===== src/hw/rtl/priority_tx_slot_pool_with_aging_core_macros.svh =====
// assertion macros for the slot pool block
// no dependencies
`ifndef PRIORITY_TX_SLOT_POOL_WITH_AGING_CORE_MACROS_SVH
`define PRIORITY_TX_SLOT_POOL_WITH_AGING_CORE_MACROS_SVH
// implication checked every cycle outside reset
`define PTSP_ASSERT_IMP(label, clk, rst_n, a, b, msg) \
	label: assert property (@(posedge clk) disable iff (!rst_n) (a) |-> (b)) else $error(msg);
// implication whose consequent is checked in the next cycle
`define PTSP_ASSERT_NEXT(label, clk, rst_n, a, b, msg) \
	label: assert property (@(posedge clk) disable iff (!rst_n) (a) |=> (b)) else $error(msg);
`endif


===== src/hw/rtl/ptsp_pkg.sv =====
// package for the slot pool: function codes, pool codes, queue record
// no dependencies
package ptsp_pkg;
	typedef enum logic [2:0] {
		FN_ALLOC_EXACT = 3'd0,
		FN_ALLOC_FALL  = 3'd1,
		FN_DUP         = 3'd2,
		FN_PICK        = 3'd3,
		FN_TICK        = 3'd4,
		FN_BAD5        = 3'd5,
		FN_BAD6        = 3'd6,
		FN_BAD7        = 3'd7
	} func_t;

	localparam logic [1:0] LVL_HIGH = 2'd0;
	localparam logic [1:0] LVL_NORM = 2'd1;
	localparam logic [1:0] LVL_LOW  = 2'd2;
	localparam int unsigned MAX_RESULTS = 16;

	typedef struct packed {
		func_t       func;
		logic [1:0]  level;
		logic [7:0]  ttl;
		logic [7:0]  backoff;
		logic [15:0] node_index;
		logic        mac_idle;
	} cmd_t;

	typedef enum logic [1:0] {
		BK_IDLE,
		BK_WALK,
		BK_DONE
	} bk_state_t;
endpackage


===== src/hw/rtl/ptsp_front.sv =====
// front end: takes commands, casts func to func_t, pushes into a two entry queue
// depends on ptsp_pkg
module ptsp_front import ptsp_pkg::*; (
	input  logic       clk,
	input  logic       arst_n,
	input  logic       start,
	input  logic [2:0] func,
	input  logic [1:0] level,
	input  logic [7:0] ttl,
	input  logic [7:0] backoff,
	input  logic [15:0] node_index,
	input  logic       mac_idle,
	input  logic       pop,
	output logic       busy,
	output logic       q_valid,
	output cmd_t       q_head
);
	cmd_t       mem_q [2];
	logic       wr_q, rd_q;
	logic [1:0] cnt_q;
	logic       push;

	assign busy    = (cnt_q == 2'd2);
	assign push    = start && !busy;
	assign q_valid = (cnt_q != 2'd0);
	assign q_head  = mem_q[rd_q];

	always_ff @(posedge clk) begin
		if (push) begin
			mem_q[wr_q] <= '{func: func_t'(func), level: level, ttl: ttl,
				backoff: backoff, node_index: node_index, mac_idle: mac_idle};
		end
	end

	always_ff @(posedge clk or negedge arst_n) begin
		if (!arst_n) begin
			wr_q  <= 1'b0;
			rd_q  <= 1'b0;
			cnt_q <= 2'd0;
		end else begin
			if (push) wr_q <= ~wr_q;
			if (pop && q_valid) rd_q <= ~rd_q;
			cnt_q <= cnt_q + 2'(push) - 2'(pop && q_valid);
		end
	end
endmodule


===== src/hw/rtl/ptsp_back.sv =====
// back end: slot table, one slot per cycle walk for every command
// depends on ptsp_pkg and the macro header
`include "priority_tx_slot_pool_with_aging_core_macros.svh"
module ptsp_back import ptsp_pkg::*; #(
	parameter int HIGH_SLOTS   = 4,
	parameter int NORMAL_SLOTS = 8,
	parameter int LOW_SLOTS    = 4
) (
	input  logic        clk,
	input  logic        arst_n,
	input  logic        q_valid,
	input  cmd_t        q_head,
	output logic        pop,
	output logic        res_valid,
	output logic        found,
	output logic [3:0]  slot,
	output logic [1:0]  level_out,
	output logic [15:0] freed_node,
	output logic        last
);
	localparam int TOTAL = HIGH_SLOTS + NORMAL_SLOTS + LOW_SLOTS;
	localparam int IW    = $clog2(TOTAL);
	localparam int NB    = HIGH_SLOTS;
	localparam int LB    = HIGH_SLOTS + NORMAL_SLOTS;

	logic        valid_q   [TOTAL];
	logic [7:0]  ttl_q     [TOTAL];
	logic [7:0]  bo_q      [TOTAL];
	logic [15:0] node_q    [TOTAL];

	bk_state_t   state_q, state_d;
	cmd_t        cmd_q;
	logic [IW-1:0] idx_q, idx_d;
	logic [4:0]  cnt_q, cnt_d;

	// pending result held one slot behind so that last can be known
	logic        pend_q, pend_d;
	logic [3:0]  pslot_q, pslot_d;
	logic [1:0]  plvl_q, plvl_d;
	logic [15:0] pnode_q, pnode_d;

	logic        o_v_d, o_f_d, o_l_d;
	logic [3:0]  o_s_d;
	logic [1:0]  o_lv_d;
	logic [15:0] o_n_d;

	logic [IW-1:0] cur;
	logic [1:0]    cur_pool;
	logic          in_search, is_tick, hit, do_free, wr_alloc;

	assign cur = idx_q;

	always_comb begin
		if (idx_q < IW'(NB)) cur_pool = LVL_HIGH;
		else if (idx_q < IW'(LB)) cur_pool = LVL_NORM;
		else cur_pool = LVL_LOW;
	end

	// is the current slot inside the pools this command looks at
	always_comb begin
		unique case (cmd_q.func)
			FN_ALLOC_EXACT: in_search = (cmd_q.level != 2'd3) && (cur_pool == cmd_q.level);
			FN_ALLOC_FALL, FN_DUP:
				in_search = (cmd_q.level != 2'd3) && (cur_pool >= cmd_q.level);
			FN_PICK, FN_TICK: in_search = 1'b1;
			default: in_search = 1'b0;
		endcase
	end

	assign is_tick = (cmd_q.func == FN_TICK);

	always_comb begin
		unique case (cmd_q.func)
			FN_ALLOC_EXACT, FN_ALLOC_FALL: hit = in_search && !valid_q[cur];
			FN_DUP: hit = in_search && valid_q[cur] && (node_q[cur] == cmd_q.node_index);
			FN_PICK: hit = valid_q[cur] && (bo_q[cur] == 8'd0) && (ttl_q[cur] != 8'd0);
			default: hit = 1'b0;
		endcase
	end

	assign do_free  = is_tick && valid_q[cur] && (ttl_q[cur] == 8'd0) &&
		((cur_pool == LVL_NORM) || cmd_q.mac_idle);
	assign wr_alloc = (state_q == BK_WALK) && hit &&
		((cmd_q.func == FN_ALLOC_EXACT) || (cmd_q.func == FN_ALLOC_FALL));

	always_comb begin
		state_d = state_q;
		idx_d   = idx_q;
		cnt_d   = cnt_q;
		pend_d  = pend_q;
		pslot_d = pslot_q;
		plvl_d  = plvl_q;
		pnode_d = pnode_q;
		pop     = 1'b0;
		o_v_d   = 1'b0;
		o_f_d   = 1'b0;
		o_l_d   = 1'b0;
		o_s_d   = '0;
		o_lv_d  = '0;
		o_n_d   = '0;
		unique case (state_q)
			BK_IDLE: begin
				if (q_valid) begin
					pop     = 1'b1;
					idx_d   = '0;
					cnt_d   = '0;
					pend_d  = 1'b0;
					state_d = BK_WALK;
				end
			end
			BK_WALK: begin
				if (is_tick) begin
					if (do_free) begin
						// once the report limit is reached the held result stays for the end
						if (pend_q && cnt_q < 5'(MAX_RESULTS)) begin
							o_v_d = 1'b1; o_f_d = 1'b1;
							o_s_d = pslot_q; o_lv_d = plvl_q; o_n_d = pnode_q;
						end
						if (cnt_q < 5'(MAX_RESULTS)) begin
							pend_d  = 1'b1;
							pslot_d = 4'(idx_q);
							plvl_d  = cur_pool;
							pnode_d = node_q[cur];
							cnt_d   = cnt_q + 5'd1;
						end
					end
					if (idx_q == IW'(TOTAL - 1)) state_d = BK_DONE;
					else idx_d = idx_q + IW'(1);
				end else if (hit) begin
					o_v_d = 1'b1; o_f_d = 1'b1; o_l_d = 1'b1;
					o_s_d = 4'(idx_q); o_lv_d = cur_pool;
					state_d = BK_IDLE;
				end else if (idx_q == IW'(TOTAL - 1)) begin
					o_v_d = 1'b1; o_l_d = 1'b1;
					state_d = BK_IDLE;
				end else begin
					idx_d = idx_q + IW'(1);
				end
			end
			BK_DONE: begin
				o_v_d = 1'b1; o_l_d = 1'b1;
				if (pend_q) begin
					o_f_d = 1'b1; o_s_d = pslot_q; o_lv_d = plvl_q; o_n_d = pnode_q;
				end
				state_d = BK_IDLE;
			end
			default: state_d = BK_IDLE;
		endcase
	end

	always_ff @(posedge clk or negedge arst_n) begin
		if (!arst_n) begin
			state_q   <= BK_IDLE;
			idx_q     <= '0;
			cnt_q     <= '0;
			pend_q    <= 1'b0;
			res_valid <= 1'b0;
			for (int i = 0; i < TOTAL; i++) begin
				valid_q[i] <= 1'b0;
				ttl_q[i]   <= '0;
				bo_q[i]    <= '0;
				node_q[i]  <= '0;
			end
		end else begin
			state_q   <= state_d;
			idx_q     <= idx_d;
			cnt_q     <= cnt_d;
			pend_q    <= pend_d;
			res_valid <= o_v_d;
			if (wr_alloc) begin
				valid_q[cur] <= 1'b1;
				ttl_q[cur]   <= cmd_q.ttl;
				bo_q[cur]    <= cmd_q.backoff;
				node_q[cur]  <= cmd_q.node_index;
			end
			if (state_q == BK_WALK && is_tick) begin
				if (valid_q[cur] && ttl_q[cur] != 8'd0) ttl_q[cur] <= ttl_q[cur] - 8'd1;
				if (do_free) begin
					valid_q[cur] <= 1'b0;
					bo_q[cur]    <= 8'd0;
				end else if (bo_q[cur] != 8'd0) begin
					bo_q[cur] <= bo_q[cur] - 8'd1;
				end
			end
		end
	end

	always_ff @(posedge clk) begin
		if (pop) cmd_q <= q_head;
		pslot_q    <= pslot_d;
		plvl_q     <= plvl_d;
		pnode_q    <= pnode_d;
		found      <= o_f_d;
		slot       <= o_s_d;
		level_out  <= o_lv_d;
		freed_node <= o_n_d;
		last       <= o_l_d;
	end

	`PTSP_ASSERT_IMP(a_pop_idle, clk, arst_n, pop, (state_q == BK_IDLE) && q_valid, "pop outside idle")
	`PTSP_ASSERT_NEXT(a_done_last, clk, arst_n, state_q == BK_DONE, res_valid && last, "tick end without last")
	`PTSP_ASSERT_IMP(a_cnt_cap, clk, arst_n, 1'b1, cnt_q <= 5'(MAX_RESULTS), "free count overflow")
endmodule


===== src/hw/rtl/priority_tx_slot_pool_with_aging_core.sv =====
// top level of the priority transmit slot pool with aging
// depends on ptsp_pkg, ptsp_front, ptsp_back
//
// usage
// - command channel: start with func, level, ttl, backoff, node_index,
//   mac_idle; an item is taken at a clock edge with start high and busy low
// - result channel: valid strobes for one cycle with found, slot, level_out,
//   freed_node and last; the receiver cannot hold results off
// - a two entry queue sits between the command front and the table walker,
//   so up to two items can wait while the walker is working
// - the walker visits one slot per cycle: allocate, duplicate check and
//   pick ready stop at the first hit, so each item gives a single result
// - tick always walks all TOTAL slots, ages each one and emits one result
//   per freed slot up to MAX_RESULTS (the last one marked), or one empty
//   result; the walker takes no new item until the walk is done
// - results are registered and reach the ports in the cycle after the walker decides them
// - reset clears the whole table, the queue and the walker at once
// - unknown func, or level 3 with allocate or duplicate check, gives one result with found low
module priority_tx_slot_pool_with_aging_core import ptsp_pkg::*; #(
	parameter int HIGH_SLOTS   = 4,
	parameter int NORMAL_SLOTS = 8,
	parameter int LOW_SLOTS    = 4
) (
	input  logic        clk,
	input  logic        arst_n,
	input  logic        start,
	output logic        busy,
	input  logic [2:0]  func,
	input  logic [1:0]  level,
	input  logic [7:0]  ttl,
	input  logic [7:0]  backoff,
	input  logic [15:0] node_index,
	input  logic        mac_idle,
	output logic        valid,
	output logic        found,
	output logic [3:0]  slot,
	output logic [1:0]  level_out,
	output logic [15:0] freed_node,
	output logic        last
);
	logic q_valid, pop;
	cmd_t q_head;

	// front: accept and queue items
	ptsp_front u_front (
		.clk, .arst_n, .start, .func, .level, .ttl, .backoff, .node_index,
		.mac_idle, .pop, .busy, .q_valid, .q_head
	);

	// back: walk the slot table
	ptsp_back #(
		.HIGH_SLOTS(HIGH_SLOTS), .NORMAL_SLOTS(NORMAL_SLOTS), .LOW_SLOTS(LOW_SLOTS)
	) u_back (
		.clk, .arst_n, .q_valid, .q_head, .pop,
		.res_valid(valid), .found, .slot, .level_out, .freed_node, .last
	);
endmodule

===== config.mk =====
export PLATFORM = sky130hd
export DESIGN_NAME = priority_tx_slot_pool_with_aging_core
export DESIGN_NICKNAME = d
export VERILOG_FILES = /design/src/hw/rtl/ptsp_pkg.sv /design/src/hw/rtl/ptsp_front.sv /design/src/hw/rtl/ptsp_back.sv /design/src/hw/rtl/priority_tx_slot_pool_with_aging_core.sv
export VERILOG_INCLUDE_DIRS = /design/src /design/src/hw/rtl
export SDC_FILE = /design/constraint.sdc
export NUM_CORES = 2
export LEC_CHECK = 0
export BUFFER_PORTS_ARGS = -buffer_cell sky130_fd_sc_hd__buf_2
export CORE_ASPECT_RATIO = 2
export CORE_MARGIN = 2
export CORE_UTILIZATION = 35
export DETAILED_ROUTE_END_ITERATION = 16
export RECOVER_POWER = 100
export REMOVE_ABC_BUFFERS = 1
export SETUP_SLACK_MARGIN = 0.02
export SYNTH_ARGS = -nofsm -noshare
export SYNTH_HDL_FRONTEND = slang
export SYNTH_SLANG_ARGS = --single-unit

===== constraint.sdc =====
create_clock -name clk -period 5.7 [get_ports clk]
set_clock_uncertainty 0.05 [all_clocks]
set_input_delay 1.14 -clock clk [delete_from_list [all_inputs] [get_ports clk]]
set_output_delay 1.14 -clock clk [all_outputs]
set_load 0.02 [all_outputs]

==> results.md <==
* Detailed Place HPWL at 58900 um
* Die Wd at 222 um
* Delay of the slowest cell on the worst path at 0.84 ns
* Met1 Routed Length at 41400 um
* Antenna cells at 0
* Die Ht at 441 um
* Met3 wire length at 6640 um
* Leak pwr at 16.6 nW
* First DRT Iteration DRCs at 2102
* Vias in the first global route at 22.2k
* Final nets at 2581
* Yosys warnings at 0
* Worst Path Required at 6.16 ns
* Hold wc startpoint: u_back.pnode_q[15]$_DFFE_PP_
* Slew @ Worst Pin at 3.07 ns
* Hold EP: u_back.freed_node[15]$_SDFF_PN0_
* Critical R2R Launch: u_back.cur[0]$_DFFE_PN0P_
* Synthesized area per cell at 13.3 um2
* CTS root buf: clkbuf_16
* Max-cap viol count at 10
* VDD IR-drop max at 0.285 mV
* RR Endpoint: u_back.bo_q[120]$_DFF_PN0_
* Post-synth EDFFs at 136
* Netlist cell types at 77
* Fmax at 0.191 GHz
* Pwr dens at 469 mW/mm2
* First-pass GRT wire length at 144000 um
* Worst Hold Class: flip-flop to flip-flop
* Crit. End Element: flip-flop
* CP max FO at 31
* DRT Pass-1 Iters at 5
* Violated checks: capacitance limit, slew limit
* Io pins at 67
* Met2 WL at 43600 um
* Family with the most delay on the worst path: multiplexers
* Skew-Pair Late Insertion Delay at 0.66 ns
* Routability congestion estimate at 0.852
* Post-DR vias/cell at 5.77
* CTS buffer count at 73
* Hold Path Depth at 1
* Largest net degree at the start of global routing at 108
* Post-layout util at 0.392
* Reg2reg setup slack at 0.46 ns
* Startpoint Class: flip-flop
* Clock Tree Buf Depth at 3
* Ys async rst share at 0.773
* RSZ-0062 raised after global routing: false
* Vias after detailed routing at 21.9k
* Mapped cell area at 0.0334 mm2
* Fin. max-slew vios at 506
* IO Port Bufs at 66
* DRC viols at 0
* Kind of critical path: flip-flop to flip-flop
* Post-Route WL at 95400 um
* Setup-failing EPs final at 0
* Top routing layer in use: met5
* Die area at 0.0980 mm2
* CTS Hold Bufs at 0
* Final Cycle Share at 0.919
* Clk sink count at 705
* Postcts setup bufs at 0
* Area growth, synth to finish at 11.1%
* GR Overflow Total at 0
* # H-tree levels at 3
* Gate Count Post-Synth at 2508
* Initial antenna violation count at 1
* Buf/Inv on CP at 3
* Post-route minimum period at 5.24 ns
* Crit-path cells: buf_4 -> mux4_1 -> mux4_2 -> a2111oi_4 -> and3_1 -> buf_12 -> nand2_1 -> clkbuf_2 -> mux2i_1 -> nor2_1 -> a21oi_1 -> o22ai_1
* CP arrival at 5.70 ns
* # resized after CTS at 0
* Row Count at 160
* Hold WS at 0.387 ns
* Core area at 0.0947 mm2
* Starting density of the core at 0.352
* Status: finished, violations left
* Drt wl/cell at 25.1 um
* Seq/Total Area, Yosys at 0.546
* Critical-path top delay cell: dfrtp_4
* Total GRT Usage at 0.195
* Share of layout cells above drive strength 1 at 0.252
* Final Hold Viols at 0
* R2R cell count at 12
* Antenna Nets Post-Route at 0
* #FFs+latches synth at 705
* Relative slew slack at -1.04
* Top_reg_cell synth: dfrtp_1
* Total power draw at 17.4 mW
* Clock-pin slew on the worst setup and hold paths at 0.06 ns
* CTS tree: yes
cell usage after synthesis, drive strengths merged (37+ instances only):
cell       n  area (um2)
and2      37         231
mux2     323        3640
dfrtp    545       13600
nor2     155         597
o22ai    133         832
clkbuf    80         302
mux2i    186        1860
a2bb2oi   56         490
a21oi    127         647
o22a      74         648
edfxtp   136        4080
nand2    121         627
buf      122         719
mux4     113        2550
cell usage in the layout, fill, tap and decap left out, drive strengths merged, types with 11 or more instances in the layout:
master	instances
dfrtp	545
mux2	323
mux2i	186
clkbuf	161
nor2	155
edfxtp	136
o22ai	133
a21oi	127
nand2	121
mux4	113
buf	76
o22a	74
a2bb2oi	56
and2	37
o21ai	36
inv	32
dfxtp	24
clkinv	23
xnor2	22
xor2	21
ha	19
nand3	18
nor2b	12
a22oi	11
a22o	11
nor3	11
cells by family (layout without fill, tap and decap cells):
logic type | Yosys count | count (layout) | synth area share
flip-flops | 705 | 705 | 0.546
XOR/XNOR | 43 | 43 | 0.0113
AO/OA/AOI/OAI | 504 | 504 | 0.104
adder cells (fa/ha/maj) | 19 | 19 | 0.00712
buffers and inverters | 229 | 302 | 0.0336
AND/OR/NAND/NOR | 386 | 386 | 0.0573
multiplexers | 622 | 622 | 0.241
sequential cells by signal (all words and copies together), names as in the netlist, 2 cells and up:
name,cells
u_back.cnt_q,5
u_front.cnt_q,2
u_back.valid_q,16
u_back.slot,4
u_back.plvl_q,2
u_back.state_q,2
u_back.bo_q,128
u_back.node_q,256
u_back.ttl_q,128
u_front.mem_q,76
u_back.pslot_q,4
u_back.level_out,2
u_back.freed_node,16
u_back.pnode_q,16
u_back.cmd_q,38
u_back.cur,4
worst max-delay path by stage:
| stage | startpoint | slack, ns | cells after the start | endpoint |
|---|---|---|---|---|
| floorplan | u_back.cur[0]$_DFFE_PN0P_ | -3.79 | 8 | u_back.bo_q[55]$_DFF_PN0_ |
| global route | u_back.cur[0]$_DFFE_PN0P_ | 0.23 | 12 | u_back.bo_q[19]$_DFF_PN0_ |
| global placement | u_back.cur[0]$_DFFE_PN0P_ | 0.74 | 11 | u_back.bo_q[97]$_DFF_PN0_ |
| finish | u_back.cur[0]$_DFFE_PN0P_ | 0.46 | 12 | u_back.bo_q[120]$_DFF_PN0_ |
| detailed placement | u_back.cur[0]$_DFFE_PN0P_ | 0.66 | 11 | u_back.bo_q[100]$_DFF_PN0_ |
| CTS | u_back.cur[0]$_DFFE_PN0P_ | 0.64 | 11 | u_back.bo_q[96]$_DFF_PN0_ |
per-stage QoR:
| stage | TNS, ns | instances | setup slack, ns | instance area, um2 |
|---|---|---|---|---|
| 2_1_floorplan | -1499.41 | 2306 | -3.79 | 32300 |
| 3_3_place_gp | 0 | 3661 | 0.735 | 35000 |
| 3_5_place_dp | 0 | 3661 | 0.658 | 35000 |
| 4_1_cts | 0 | 3796 | 0.641 | 37300 |
| 5_1_grt | 0 | 3796 | 0.234 | 37100 |
| 6_report | 0 | 3796 | 0.461 | 37100 |
cell type report:
type | instances | area (um2)
well taps | 1215 | 1520
multi-input cells | 1574 | 14000
flip-flops and latches | 705 | 18200
clock buffers | 97 | 2040
fillers | 8893 | 57600
repair buffers | 140 | 891
inverters | 27 | 101
clock inverters | 38 | 304
power by group:
| part | switching (mW) | leakage (nW) | internal [mW] |
|---|---|---|---|
| registers | 1.01 | 8.95 | 6.17 |
| clock network | 2.10 | 1.13 | 2.64 |
| logic | 3.39 | 6.48 | 2.08 |
| total | 6.50 | 16.6 | 10.9 |
metal layers:
| layer | GRT usage | vias up |
|---|---|---|
| li1 | - | 9453 |
| met1 | 0.269 | 11300 |
| met2 | 0.305 | 870 |
| met3 | 0.0322 | 219 |
| met4 | 0.0835 | 2 |
| met5 | 0 | - |
(Power assumes the default switching activity.)
